File: config.mk
export PLATFORM = sky130hd
export DESIGN_NAME = crc16_frame_receiver
export DESIGN_NICKNAME = d
export VERILOG_FILES = /design/src/design/crcfr_pkg.sv /design/src/design/crcfr_front.sv /design/src/design/crcfr_queue.sv /design/src/design/crcfr_back.sv /design/src/design/crc16_frame_receiver.sv
export SDC_FILE = /design/constraint.sdc
export NUM_CORES = 1
export LEC_CHECK = 0
export BUFFER_PORTS_ARGS = -buffer_cell sky130_fd_sc_hd__buf_2
export CORE_MARGIN = 2
export CORE_UTILIZATION = 40
export DETAILED_ROUTE_END_ITERATION = 6
export PLACE_DENSITY = 0.62
export SYNTH_ARGS = -nofsm -noshare
export SYNTH_HDL_FRONTEND = slang
export SYNTH_SLANG_ARGS = --single-unit
File: constraint.sdc
create_clock -name clk -period 5.5 [get_ports clk]
set_input_delay 0.275 -clock clk [delete_from_list [all_inputs] [get_ports clk]]
set_output_delay 0.275 -clock clk [all_outputs]
set_load 0.005 [all_outputs]
File: src/design/crcfr_pkg.sv
// ----------------------------------------------------------------------------
// crcfr_pkg: shared types and constants of the CRC16 frame receiver
// Operation codes passed from the parser to the CRC engine, the queue entry
// layout, and the Modbus CRC16 byte step.
// ----------------------------------------------------------------------------
package crcfr_pkg;

	localparam logic [15:0] CRC_INIT = 16'hFFFF;
	localparam logic [15:0] CRC_POLY = 16'hA001;
	localparam logic [7:0]  HEADER_RESET = 8'hAA;

	// request queue between parser and CRC engine
	localparam int Q_DEPTH = 4;
	localparam int Q_AW    = $clog2(Q_DEPTH);

	localparam logic [1:0] OP_START = 2'd0; // header: restart CRC
	localparam logic [1:0] OP_ADD   = 2'd1; // cmd/len: fold into CRC
	localparam logic [1:0] OP_DATA  = 2'd2; // payload: fold and emit
	localparam logic [1:0] OP_END   = 2'd3; // CRC high byte: emit verdict

	localparam logic KIND_PAYLOAD = 1'b0;
	localparam logic KIND_END     = 1'b1;

	typedef struct packed {
		logic [1:0]  op;
		logic [7:0]  data;
		logic [7:0]  index;
		logic [7:0]  cmd;
		logic [7:0]  len;
		logic [15:0] crc_rx;
	} crcfr_req_t;

	// reflected CRC16 step over one byte, one bit per iteration
	function automatic logic [15:0] crc_step(input logic [15:0] crc, input logic [7:0] b);
		logic [15:0] c;
		c = crc ^ {8'h00, b};
		for (int k = 0; k < 8; k++) begin
			if (c[0]) c = (c >> 1) ^ CRC_POLY;
			else      c = c >> 1;
		end
		return c;
	endfunction

endpackage

File: src/design/crcfr_front.sv
// ----------------------------------------------------------------------------
// crcfr_front: frame parser
// Tracks the frame phase, holds the header register, and turns each accepted
// byte into at most one request for the CRC engine.
// ----------------------------------------------------------------------------
module crcfr_front (
	input  logic                  clk,
	input  logic                  arst_n,
	input  logic                  header_we,
	input  logic [7:0]            header_wdata,
	input  logic                  accept,
	input  logic [7:0]            rx_byte,
	output logic                  push,
	output crcfr_pkg::crcfr_req_t req
);
	import crcfr_pkg::*;

	localparam logic [2:0] PH_WAIT = 3'd0;
	localparam logic [2:0] PH_CMD  = 3'd1;
	localparam logic [2:0] PH_LEN  = 3'd2;
	localparam logic [2:0] PH_DATA = 3'd3;
	localparam logic [2:0] PH_CRCL = 3'd4;
	localparam logic [2:0] PH_CRCH = 3'd5;

	logic [2:0] phase_q, phase_d;
	logic [7:0] header_q;
	logic [7:0] cmd_q, cmd_d;
	logic [7:0] len_q, len_d;
	logic [7:0] count_q, count_d;
	logic [7:0] crcl_q, crcl_d;
	logic [8:0] count_inc;

	assign count_inc = {1'b0, count_q} + 9'd1;

	always_comb begin
		phase_d = phase_q;
		cmd_d   = cmd_q;
		len_d   = len_q;
		count_d = count_q;
		crcl_d  = crcl_q;
		push    = 1'b0;
		req     = '{op: OP_ADD, data: rx_byte, index: 8'd0, cmd: cmd_q, len: len_q,
		            crc_rx: 16'd0};
		if (accept) begin
			unique case (phase_q)
				PH_WAIT: begin
					if (rx_byte == header_q) begin
						push    = 1'b1;
						req.op  = OP_START;
						count_d = 8'd0;
						phase_d = PH_CMD;
					end
				end
				PH_CMD: begin
					push    = 1'b1;
					cmd_d   = rx_byte;
					phase_d = PH_LEN;
				end
				PH_LEN: begin
					push    = 1'b1;
					len_d   = rx_byte;
					count_d = 8'd0;
					phase_d = (rx_byte == 8'd0) ? PH_CRCL : PH_DATA;
				end
				PH_DATA: begin
					push      = 1'b1;
					req.op    = OP_DATA;
					req.index = count_q;
					count_d   = count_inc[7:0];
					if (count_inc >= {1'b0, len_q}) phase_d = PH_CRCL;
				end
				PH_CRCL: begin
					crcl_d  = rx_byte;
					phase_d = PH_CRCH;
				end
				PH_CRCH: begin
					push       = 1'b1;
					req.op     = OP_END;
					req.data   = 8'd0;
					req.crc_rx = {rx_byte, crcl_q};
					count_d    = 8'd0;
					phase_d    = PH_WAIT;
				end
				default: begin
					count_d = 8'd0;
					phase_d = PH_WAIT;
				end
			endcase
		end
	end

	always_ff @(posedge clk or negedge arst_n) begin
		if (!arst_n) begin
			phase_q  <= PH_WAIT;
			header_q <= HEADER_RESET;
			cmd_q    <= 8'd0;
			len_q    <= 8'd0;
			count_q  <= 8'd0;
			crcl_q   <= 8'd0;
		end else begin
			phase_q <= phase_d;
			cmd_q   <= cmd_d;
			len_q   <= len_d;
			count_q <= count_d;
			crcl_q  <= crcl_d;
			if (header_we) header_q <= header_wdata;
		end
	end

endmodule

File: src/design/crcfr_queue.sv
// ----------------------------------------------------------------------------
// crcfr_queue: request queue
// Small first-in first-out buffer of parser requests in flip-flops.
// ----------------------------------------------------------------------------
module crcfr_queue (
	input  logic                  clk,
	input  logic                  arst_n,
	input  logic                  push,
	input  crcfr_pkg::crcfr_req_t push_req,
	input  logic                  pop,
	output logic                  not_empty,
	output logic                  full,
	output crcfr_pkg::crcfr_req_t head
);
	import crcfr_pkg::*;

	crcfr_req_t      slot_q [Q_DEPTH];
	logic [Q_AW-1:0] wr_ptr_q, rd_ptr_q;
	logic [Q_AW:0]   count_q;

	assign not_empty = (count_q != '0);
	assign full      = (count_q == (Q_AW+1)'(Q_DEPTH));
	assign head      = slot_q[rd_ptr_q];

	always_ff @(posedge clk) begin
		if (push) slot_q[wr_ptr_q] <= push_req;
	end

	always_ff @(posedge clk or negedge arst_n) begin
		if (!arst_n) begin
			wr_ptr_q <= '0;
			rd_ptr_q <= '0;
			count_q  <= '0;
		end else begin
			if (push) wr_ptr_q <= wr_ptr_q + 1'b1;
			if (pop)  rd_ptr_q <= rd_ptr_q + 1'b1;
			priority if (push && !pop) count_q <= count_q + 1'b1;
			else if (pop && !push)     count_q <= count_q - 1'b1;
		end
	end

endmodule

File: src/design/crcfr_back.sv
// ----------------------------------------------------------------------------
// crcfr_back: CRC engine and result register
// Runs the CRC16 over queued requests and presents payload and frame-end
// results from an output register.
// ----------------------------------------------------------------------------
module crcfr_back (
	input  logic                  clk,
	input  logic                  arst_n,
	input  logic                  req_valid,
	input  crcfr_pkg::crcfr_req_t req,
	output logic                  pop,
	output logic                  out_valid,
	input  logic                  out_ready,
	output logic                  result_kind,
	output logic [7:0]            payload_byte,
	output logic [7:0]            payload_index,
	output logic [7:0]            frame_cmd,
	output logic [7:0]            payload_len,
	output logic [15:0]           crc_received,
	output logic [15:0]           crc_computed,
	output logic                  crc_ok
);
	import crcfr_pkg::*;

	logic [15:0] crc_q, crc_next;
	logic        emits, slot_free;

	assign emits     = (req.op == OP_DATA) || (req.op == OP_END);
	assign slot_free = !out_valid || out_ready;
	// CRC-only requests never wait on the output side
	assign pop       = req_valid && (!emits || slot_free);
	assign crc_next  = crc_step((req.op == OP_START) ? CRC_INIT : crc_q, req.data);

	always_ff @(posedge clk or negedge arst_n) begin
		if (!arst_n) begin
			crc_q     <= CRC_INIT;
			out_valid <= 1'b0;
		end else begin
			out_valid <= (pop && emits) || (out_valid && !out_ready);
			if (pop && (req.op != OP_END)) crc_q <= crc_next;
		end
	end

	always_ff @(posedge clk) begin
		if (pop && emits) begin
			frame_cmd    <= req.cmd;
			payload_len  <= req.len;
			if (req.op == OP_END) begin
				result_kind   <= KIND_END;
				payload_byte  <= 8'd0;
				payload_index <= 8'd0;
				crc_received  <= req.crc_rx;
				crc_computed  <= crc_q;
				crc_ok        <= (req.crc_rx == crc_q);
			end else begin
				result_kind   <= KIND_PAYLOAD;
				payload_byte  <= req.data;
				payload_index <= req.index;
				crc_received  <= 16'd0;
				crc_computed  <= crc_next;
				crc_ok        <= 1'b0;
			end
		end
	end

endmodule

File: src/design/crc16_frame_receiver.sv
// Path: requests are queued, and results are loaded into the output register.
// Throughput: one byte per cycle, and the CRC engine folds one, unless stalled.
// Backpressure: in_ready drops only when the four-entry request queue is full.
// Reset: arst_n clears phase, header register (to 0xAA), CRC and queue at once.
// ----------------------------------------------------------------------------
// crc16_frame_receiver: framed UART receiver with Modbus CRC16 check
// Parses header/cmd/len/payload/CRC frames, streams payload bytes with their
// index and reports a frame-end verdict on the received CRC.
// ----------------------------------------------------------------------------
module crc16_frame_receiver (
	input  logic        clk,
	input  logic        arst_n,
	// header register write
	input  logic        header_we,
	input  logic [7:0]  header_wdata,
	// byte input channel
	input  logic        in_valid,
	output logic        in_ready,
	input  logic [7:0]  rx_byte,
	// result channel
	output logic        out_valid,
	input  logic        out_ready,
	output logic        result_kind,
	output logic [7:0]  payload_byte,
	output logic [7:0]  payload_index,
	output logic [7:0]  frame_cmd,
	output logic [7:0]  payload_len,
	output logic [15:0] crc_received,
	output logic [15:0] crc_computed,
	output logic        crc_ok
);
	import crcfr_pkg::*;

	logic       accept;
	logic       push, pop, q_not_empty, q_full;
	crcfr_req_t push_req, head_req;

	// Every byte is taken while the queue has room, even bytes that make no
	// request (ignored bytes, CRC low byte); order is preserved by the queue.
	assign in_ready = !q_full;
	assign accept   = in_valid && in_ready;

	// front: phase tracking and classification of each byte
	crcfr_front u_front (
		.clk          (clk),
		.arst_n       (arst_n),
		.header_we    (header_we),
		.header_wdata (header_wdata),
		.accept       (accept),
		.rx_byte      (rx_byte),
		.push         (push),
		.req          (push_req)
	);

	// decouples the parser from output backpressure
	crcfr_queue u_queue (
		.clk       (clk),
		.arst_n    (arst_n),
		.push      (push),
		.push_req  (push_req),
		.pop       (pop),
		.not_empty (q_not_empty),
		.full      (q_full),
		.head      (head_req)
	);

	// back: CRC fold and result register
	crcfr_back u_back (
		.clk           (clk),
		.arst_n        (arst_n),
		.req_valid     (q_not_empty),
		.req           (head_req),
		.pop           (pop),
		.out_valid     (out_valid),
		.out_ready     (out_ready),
		.result_kind   (result_kind),
		.payload_byte  (payload_byte),
		.payload_index (payload_index),
		.frame_cmd     (frame_cmd),
		.payload_len   (payload_len),
		.crc_received  (crc_received),
		.crc_computed  (crc_computed),
		.crc_ok        (crc_ok)
	);

endmodule

==> impl_metrics.py, run 1 <==
metrics = {
    "synth": {
        "ys_top_cells_by_count": "edfxtp_1 (266), mux4_2 (48), dfrtp_1 (47)",
        "yosysMostFrequentCell": "edfxtp_1",
        "synth_nets": 810,
        "ys_top_cells_by_area": "edfxtp_1 (59%), dfrtp_1 (8.7%), mux4_2 (8.0%), dfstp_2 (3.9%), mux2_2 (2.7%)",
        "yosys_register_bits": 333,
        "synth_top_area_frac": 0.593,
        "netlist_area_mm2": 0.0135,
        "synth_warnings": 0,
        "syn_area_per_cell_um2": 17.4,
        "ys_seq_area_frac": 0.719,
        "synth_top_cell_by_area": "edfxtp_1",
        "synth.distinct_cells": 45,
        "async_reset_ff_frac": 0.201,
        "synth-edff-count": 266,
        "synthCells": 774,
        "synth_ff_type": "edfxtp_1",
    },
    "critical_path": {
        "path_depth": 8,
        "rr_startpoint": "u_queue.rd_ptr_q[0]",
        "cp-end-kind": "flip-flop",
        "worstPathCellList": "mux4_2, o21ai_0, xnor2_1, xor2_1, xnor2_2, xor2_2, o21a_1, o22ai_1",
        "rr_endpoint": "u_back.crc_computed[0]",
        "crit_start": "u_queue.rd_ptr_q[0]",
        "crit_end": "u_back.crc_computed[0]",
        "arrival_ns": 3.78,
        "cp_num_buf_inv": 0,
        "critPathKind": "flip-flop to flip-flop",
        "cp_max_fo": 36,
        "cp.required_ns": 5.76,
        "crit_slowest_cell": "dfrtp_4",
        "start_kind": "flip-flop",
        "rrSetupSlack_ns": 1.97,
        "critPathTopFamily": "XOR/XNOR gates",
        "slowest_delay_ns": 0.91,
        "r2r_cells": 8,
    },
    "sta": {
        "hold_violations": 0,
        "worstMarginPinSlew_ns": 1.01,
        "fin_worst_skew_ns": 0.0277,
        "period_needed_ns": 3.53,
        "fin_setup_tns_ns": 0,
        "report.final.slew_viol_count": 0,
        "timing.fmax_mhz": 284,
        "relSlewSlack": 0.329,
        "setup_violations": 0,
        "min_period_over_period": 0.641,
        "rsz0062_at_grt": "no",
        "hold_ws_ns": 0.142,
    },
    "die": {
        "rows": 67,
        "start_util": 0.404,
        "core_mm2": 0.0334,
        "die_area_mm2": 0.0352,
        "die_h_um": 188,
        "die_w_um": 188,
        "ioPinCount": 89,
    },
    "pwr": {
        "clock_power_share": 0.218,
        "p_int_uw": 7050,
        "combPwrFrac": 0.360,
        "p_leak_uw": 0.00571,
        "p_per_area_mw_per_mm2": 678,
        "seq_power_share": 0.422,
        "ir_drop_uv": 437,
        "p_sw_uw": 3540,
        "swShare": 0.334,
    },
    "route": {
        "viasPerCell": 5.05,
        "vias": 6858,
        "ant_nets": 0,
        "drt_iter0_drc": 452,
        "drc_errors": 0,
        "firstDrtPassIters": 5,
        "wl_per_cell_um": 19.9,
        "wirelength_mm": 27.0,
    },
    "grt": {
        "grt_pass1_wl_mm": 42.1,
        "grt_max_degree": 68,
        "antenna_found_initial": 0,
        "grt_overflow": 0,
        "grt_pass1_vias": 7115,
        "grtUsageTotal": 0.157,
    },
    "clocking": {
        "cts_root_buffer": "clkbuf_16",
        "cts_sinks": 333,
        "post-cts-setup-buffers": 0,
        "clkSlewWorstSetupHoldPaths_ns": 0.06,
        "clk-insertion-delay-late_ns": 0.52,
        "cts_max_path_buffers": 3,
        "cts_tree": "built",
        "htree_levels": 2,
        "cts_inserted_buffers": 36,
    },
    "placement": {
        "gp_congestion": 0.797,
        "hpwl_mm": 16.2,
        "place_area_mm2": 0.0144,
        "port_buffers": 88,
        "dp_cells": 1284,
    },
    "cells_and_area": {
        "fill_cells": 2924,
        "drive_above_1_share": 0.286,
        "seqCellArea_mm2": 0.00969,
        "fin_nets": 919,
        "areaGrowthSynthToFinish_pct": 15.9,
        "antennaDiodeCount": 0,
        "multiInputGateArea_mm2": 0.00360,
        "stdcell_count": 1358,
        "design_area_mm2": 0.0156,
    },
    "run_status": {
        "status": "finished, final reports clean",
    },
    "worst_hold_path": {
        "hp-class": "input port to flip-flop",
    },
    "flow_run": {
        "drv_cap": 0,
    },
}
## timing repair
item,CTS,global route
resized for setup,0,0
endpoints found under the hold margin,14,0
endpoints found under the setup margin,0,0
hold buffers,9,0
## power groups by stage
stage | registers (uW) | clock network, uW | logic (uW)
floorplan | 4290 | 0 | 2960
global placement | 4520 | 0 | 3810
detailed placement | 4530 | 0 | 3870
CTS | 4490 | 2360 | 3880
global route | 4570 | 2470 | 4230
finish | 4470 | 2310 | 3820
## tightest hold or removal path, cell delays in order
cell,delay (ns)
buf_2,0.17
nand2_1,0.08
o21ai_0,0.07
## layout make-up
cell class / count / area share
Timing Repair Buffer: 103 / 0.0368
Multi-Input combinational cell: 395 / 0.230
Clock inverter: 8 / 0.00528
Sequential cell: 333 / 0.620
Clock buffer: 57 / 0.0680
Tap cell: 448 / 0.0359
Inverter: 14 / 0.00336
## how the worst min path moves through the flow
stage                                 start  slack (ns)  cells after the start                end
after floorplan                      arst_n       -0.02                      0   u_back.out_valid
after global placement    u_front.crcl_q[3]        0.48                      1  u_front.crcl_q[3]
after detailed placement  u_front.crcl_q[4]        0.48                      1  u_front.crcl_q[4]
after CTS                        rx_byte[4]        0.13                      3   u_front.len_q[4]
after global routing             rx_byte[4]        0.14                      3   u_front.len_q[4]
final                            rx_byte[4]        0.14                      3   u_front.len_q[4]
## state kept, by name, indices dropped and copies added (netlist names), 3 cells and up
name	count
u_back.frame_cmd	8
u_front.phase_q	3
u_back.payload_len	8
u_front.count_q	8
u_back.crc_computed	16
u_front.cmd_q	8
u_back.payload_index	8
u_back.payload_byte	8
u_front.crcl_q	8
u_front.header_q	8
u_back.crc_q	16
u_queue.count_q	3
u_front.len_q	8
u_queue.slot_q	200
u_back.crc_received	16
## per-stage QoR
stage	power (uW)	worst slack (ns)	util
floorplan	7240	2.08	-
global placement	8330	2.04	0.431
detailed placement	8400	1.95	0.431
CTS	10700	1.93	0.468
global route	11300	1.74	0.468
finish	10600	1.97	0.468
## cells by family after synthesis
group                      count (synthesis)  share of synthesized area
buffers and inverters                     46                     0.0151
xor gates and xnor gates                  66                     0.0462
DFF                                      333                      0.719
AOI/OAI and AO/OA                         64                     0.0309
adders and majority gates                 15                     0.0145
muxes                                     82                      0.111
and+or+nand+nor                          168                     0.0636
## placed cells by master (no fill, tap or decap), drive strengths merged, types with 2 or more instances in the layout
cell type / count
dlygate4sd3: 9
o22ai: 2
o21ai: 28
a21oi: 10
and2: 46
dfstp: 20
nand4: 4
clkinv: 7
edfxtp: 266
nand2: 41
ha: 14
nand2b: 3
buf: 94
xor2: 30
nor4: 6
a21o: 4
clkbuf: 57
nor3: 4
inv: 13
mux4: 50
nor2b: 9
xnor2: 36
o22a: 5
nand3: 7
a22o: 7
a211o: 2
mux2: 32
nor2: 31
and3: 16
dfrtp: 47
## per-layer routing
| layer | track usage | vias to the layer above | wire [um] | share of wire |
|---|---|---|---|---|
| li1 | - | 3141 | - | - |
| met1 | 0.214 | 3501 | 11900 | 0.44 |
| met2 | 0.261 | 176 | 13100 | 0.48 |
| met3 | 0.0277 | 40 | 1480 | 0.055 |
| met4 | 0.0403 | 0 | 493 | 0.018 |
| met5 | 0 | - | 0 | 0 |
Note: power is estimated with default switching activity, not from simulation.
==> run 2, diff against run 1 <==
--- a/config.mk
+++ b/config.mk
@@ -9,7 +9,7 @@
 export CORE_MARGIN = 2
 export CORE_UTILIZATION = 40
 export DETAILED_ROUTE_END_ITERATION = 6
-export PLACE_DENSITY = 0.62
+export PLACE_DENSITY = 0.64
 export SYNTH_ARGS = -nofsm -noshare
 export SYNTH_HDL_FRONTEND = slang
 export SYNTH_SLANG_ARGS = --single-unit
==> constraint.sdc (replaced) <==
create_clock -name clk -period 3.2 [get_ports clk]
set_input_delay 0.16 -clock clk [delete_from_list [all_inputs] [get_ports clk]]
set_output_delay 0.16 -clock clk [all_outputs]
set_load 0.005 [all_outputs]
==> impl_metrics.py, run 2 (same netlist as run 1, synthesis figures left out) <==
metrics = {
    "grt": {
        "grt_pass1_wl_mm": 42.7,
        "antenna_found_initial": 1,
        "gr-usage-met1": 0.217,
        "grt_max_degree": 49,
        "grt_pass1_vias": 7390,
        "use_met2": 0.262,
        "grt_overflow": 0,
        "grtUsageMet3": 0.0256,
        "grtUsageTotal": 0.158,
        "grt.busiest_layer": "met2",
    },
    "cells_and_area": {
        "fin_nets": 937,
        "multiInputGateArea_mm2": 0.00359,
        "fill_cells": 2883,
        "top_register": "u_queue.slot_q",
        "largest_register_ffs": 200,
        "utilization": 0.476,
        "antennaDiodeCount": 0,
        "seqCellArea_mm2": 0.00969,
        "drive_above_1_share": 0.303,
        "layout_commonest_cell": "edfxtp_1",
        "final_cell_mix": "edfxtp_1 (266), buf_2 (88), mux4_2 (48)",
        "areaGrowthSynthToFinish_pct": 17.9,
    },
    "flow_run": {
        "drv_cap": 0,
    },
    "clocking": {
        "cts_tree": "built",
        "htree_levels": 2,
        "cts_max_path_buffers": 3,
        "clkSlewWorstSetupHoldPaths_ns": 0.06,
        "cts_inserted_buffers": 35,
        "cts_sinks": 333,
        "clk-insertion-delay-late_ns": 0.51,
        "cts_root_buffer": "clkbuf_16",
        "cts_resized": 0,
    },
    "critical_path": {
        "start_kind": "flip-flop",
        "cp_max_fo": 12,
        "arrival_ns": 3.09,
        "critPathKind": "flip-flop to flip-flop",
        "cp-end-kind": "flip-flop",
        "critPathTopFamily": "XOR/XNOR gates",
        "crit_slowest_cell": "mux4_2",
        "worstPathCellList": "mux4_2, o21ai_0, xnor2_1, xor2_1, xnor2_2, xor2_2, o21a_1, o22ai_1",
        "slowest_delay_ns": 0.60,
        "cp_num_buf_inv": 0,
        "cp.required_ns": 3.44,
    },
    "sta": {
        "hold_ws_ns": 0.0466,
        "hold_violations": 0,
        "period_needed_ns": 2.86,
        "setup_violations": 0,
        "worstMarginPinSlew_ns": 0.898,
        "min_period_over_period": 0.892,
        "timing.fmax_mhz": 350,
        "fin_ws_ns": 0.345,
        "rsz0062_at_grt": "no",
        "fin_worst_skew_ns": 0.0150,
        "report.final.slew_viol_count": 0,
        "fin_setup_tns_ns": 0,
        "relSlewSlack": 0.401,
    },
    "die": {
        "die_area_mm2": 0.0352,
        "ioPinCount": 89,
        "start_util": 0.404,
        "die_w_um": 188,
        "core_mm2": 0.0334,
        "rows": 67,
        "die_h_um": 188,
    },
    "route": {
        "wirelength_mm": 26.9,
        "vias": 6895,
        "drt_iter0_drc": 467,
        "wl_per_cell_um": 19.6,
        "ant_nets": 0,
        "viasPerCell": 5.01,
        "firstDrtPassIters": 4,
        "drc_errors": 0,
    },
    "run_status": {
        "status": "finished, final reports clean",
    },
    "pwr": {
        "ir_drop_uv": 845,
        "p_leak_uw": 0.00586,
        "p_per_area_mw_per_mm2": 1170,
    },
    "worst_hold_path": {
        "hp-class": "input port to flip-flop",
    },
    "placement": {
        "hpwl_mm": 16.9,
        "port_buffers": 88,
        "pre_cts_slack_ns": 0.333,
        "gp_congestion": 0.811,
    },
}
-- run 2: cell count changes in the layout (fill, tap and decap cells not counted), sizes merged --
cell	before	now
bufinv	1	3
clkinv	7	9
clkinvlp	1	2
inv	13	14
clkbuf	57	49
buf	94	113
-- run 2: through the flow --
stage	total power (uW)	cells	cell area, um2
4_1_cts	18900	1375	15900
6_report	18600	1375	15900
3_5_place_dp	14700	1303	14600
2_1_floorplan	12400	774	13500
3_3_place_gp	14500	1303	14600
5_1_grt	19800	1375	15900
-- run 2: power breakdown --
| part | switching, uW | internal [uW] |
|---|---|---|
| registers | 715 | 6750 |
| logic | 3850 | 3170 |
| clock network | 1610 | 2530 |
| total | 6180 | 12400 |
-- run 2: layer usage --
metal	vias up	share of wire
li1	3185	-
met1	3481	0.44
met2	188	0.48
met3	41	0.058
met4	0	0.018
met5	-	0
-- run 2: layout make-up --
class                           instances  area share
Clock buffer                           49      0.0657
Inverter                               14     0.00331
Sequential cell                       333       0.610
Clock inverter                         14     0.00961
Timing Repair Buffer                  122      0.0499
Tap cell                              448      0.0353
Multi-Input combinational cell        395       0.226
-- run 2: repair_timing --
item                      4_1_cts  5_1_grt
hold endpoints to repair       39        0
hold buffers                    9        0
buffers inserted                0        0
-- run 2: worst paths after layout --
| check | start | to | slack [ns] | cells after the start |
|---|---|---|---|---|
| hold reg to reg | u_front.crcl_q[3] | u_front.crcl_q[3] | 0.49 | 1 |
| max in group asynchronous | arst_n | u_back.crc_q[5] | 2.11 | 3 |
| min in group asynchronous | arst_n | u_front.cmd_q[4] | 0.31 | 2 |
| hold / removal | rx_byte[7] | u_front.len_q[7] | 0.05 | 3 |
| setup reg to reg | u_queue.rd_ptr_q[0] | u_back.crc_computed[0] | 0.34 | 8 |
| setup / recovery | u_queue.rd_ptr_q[0] | u_back.crc_computed[0] | 0.34 | 8 |
-- run 2: worst register-to-register path, stage by stage, from the launching register on --
cell,delay (ns)
dfrtp_4,0.55
mux4_2,0.61
o21ai_0,0.26
xnor2_1,0.21
xor2_1,0.26
xnor2_2,0.18
xor2_2,0.27
o21a_1,0.17
o22ai_1,0.07
==> run 3, diff against run 2 <==
--- a/config.mk
+++ b/config.mk
@@ -10,6 +10,8 @@
 export CORE_UTILIZATION = 40
 export DETAILED_ROUTE_END_ITERATION = 6
 export PLACE_DENSITY = 0.64
+export REMOVE_ABC_BUFFERS = 1
+export SETUP_SLACK_MARGIN = 0.3
 export SYNTH_ARGS = -nofsm -noshare
 export SYNTH_HDL_FRONTEND = slang
 export SYNTH_SLANG_ARGS = --single-unit
==> impl_metrics.py, run 3 (same netlist as run 1, synthesis figures left out) <==
metrics = {
    "grt": {
        "grt_pass1_vias": 7209,
        "antenna_found_initial": 0,
        "grt_overflow": 0,
        "grt_max_degree": 68,
        "grt_pass1_wl_mm": 43.1,
        "grtUsageTotal": 0.159,
    },
    "critical_path": {
        "rr_endpoint": "u_back.crc_computed[0]",
        "r2r_cells": 8,
        "critPathKind": "flip-flop to flip-flop",
        "start_kind": "flip-flop",
        "cp.required_ns": 3.45,
        "rr_startpoint": "u_queue.rd_ptr_q[0]",
        "arrival_ns": 3.10,
        "cp_max_fo": 11,
        "rrSetupSlack_ns": 0.35,
        "cp-end-kind": "flip-flop",
    },
    "pwr": {
        "p_leak_uw": 0.00601,
        "ir_drop_uv": 998,
        "power_uw": 19200,
        "p_per_area_mw_per_mm2": 1190,
    },
    "cells_and_area": {
        "design_area_mm2": 0.0162,
        "final_cell_mix": "edfxtp_1 (266), buf_2 (87), mux4_2 (48)",
        "top_register": "u_queue.slot_q",
        "stdcell_count": 1393,
        "layout_commonest_cell": "edfxtp_1",
        "areaGrowthSynthToFinish_pct": 20.1,
        "fin_nets": 953,
        "largest_register_ffs": 200,
        "antennaDiodeCount": 0,
        "seqCellArea_mm2": 0.00969,
        "multiInputGateArea_mm2": 0.00361,
        "fill_cells": 2869,
        "drive_above_1_share": 0.322,
    },
    "clocking": {
        "cts_max_path_buffers": 3,
        "cts_tree": "built",
        "cts_sinks": 333,
        "clkSlewWorstSetupHoldPaths_ns": 0.06,
        "htree_levels": 2,
        "cts_root_buffer": "clkbuf_16",
        "cts_inserted_buffers": 36,
        "clk-insertion-delay-late_ns": 0.52,
    },
    "sta": {
        "setup_violations": 0,
        "min_period_over_period": 0.890,
        "report.final.slew_viol_count": 0,
        "timing.fmax_mhz": 351,
        "worstMarginPinSlew_ns": 0.982,
        "fin_ws_ns": 0.353,
        "hold_violations": 0,
        "rsz0062_at_grt": "yes",
        "period_needed_ns": 2.85,
        "relSlewSlack": 0.346,
        "hold_ws_ns": 0.0469,
        "fin_worst_skew_ns": 0.0286,
    },
    "die": {
        "start_util": 0.404,
        "die_w_um": 188,
        "core_mm2": 0.0334,
        "die_h_um": 188,
        "rows": 67,
        "ioPinCount": 89,
        "die_area_mm2": 0.0352,
    },
    "placement": {
        "gp_congestion": 0.830,
        "hpwl_mm": 17.5,
        "place_area_mm2": 0.0147,
        "port_buffers": 88,
        "pre_cts_slack_ns": 0.269,
        "dp_cells": 1310,
    },
    "worst_hold_path": {
        "min_from": "rx_byte[3]",
        "hp-class": "input port to flip-flop",
        "hold_depth": 3,
        "min_to": "u_front.len_q[3]",
    },
    "flow_run": {
        "drv_cap": 0,
    },
    "route": {
        "wl_per_cell_um": 19.7,
        "drt_iter0_drc": 447,
        "firstDrtPassIters": 5,
        "vias": 7062,
        "wirelength_mm": 27.5,
        "ant_nets": 0,
        "viasPerCell": 5.07,
        "drc_errors": 0,
    },
    "run_status": {
        "status": "finished, final reports clean",
    },
}
## run 3: critical path, cell delays in order, from the launching register on
cell,delay [ns]
dfrtp_4,0.53
mux4_2,0.64
o21ai_0,0.35
xnor2_2,0.18
xnor2_1,0.13
xnor2_2,0.27
xor2_2,0.26
o21a_1,0.16
o22ai_1,0.07
## run 3: per-stage QoR
stage               TNS [ns]  utilization
floorplan            -192.89            -
global placement           0        0.439
detailed placement         0        0.439
CTS                        0        0.485
global route               0        0.485
finish                     0        0.485
## run 3: how the worst max path moves through the flow
stage               depth (start not counted)                endpoint                start  slack, ns
floorplan                                   3  u_back.crc_computed[0]  u_queue.rd_ptr_q[0]      -2.08
global placement                            8  u_back.crc_computed[0]  u_queue.rd_ptr_q[0]       0.29
detailed placement                          8  u_back.crc_computed[0]  u_queue.rd_ptr_q[0]       0.27
CTS                                         9  u_back.crc_computed[0]  u_queue.rd_ptr_q[0]       0.33
global route                                8  u_back.crc_computed[0]  u_queue.rd_ptr_q[0]       0.19
finish                                      8  u_back.crc_computed[0]  u_queue.rd_ptr_q[0]       0.35
## run 3: layout make-up
class	instances	share of cell area
clock inverter	20	0.0183
sequential	333	0.599
timing repair buffer	137	0.0592
multi-input combinational	395	0.223
clock buffer	46	0.0625
inverter	14	0.00325
tap	448	0.0346
## run 3: per-layer routing
metal | vias up | track usage | share of wire
met2 | 151 | 0.256 | 0.49
met3 | 35 | 0.0256 | 0.038
met4 | 0 | 0.0382 | 0.018
li1 | 3222 | - | -
met5 | - | 0 | 0
met1 | 3654 | 0.230 | 0.46
## run 3: where the power goes
| part | switching, uW | total (uW) | internal [uW] |
|---|---|---|---|
| logic | 3950 | 7330 | 3380 |
| clock network | 1650 | 4470 | 2820 |
| registers | 704 | 7450 | 6750 |
| total | 6300 | 19200 | 12900 |
## run 3: timing repair
action                                  in CTS  in global routing
endpoints found under the setup margin       1                  3
gates resized for setup                      1                  3
cloned                                       1                  0
endpoints found under the hold margin       57                  0
buffers inserted                             5                  0
pin swaps                                    0                  1
hold buffers                                11                  0
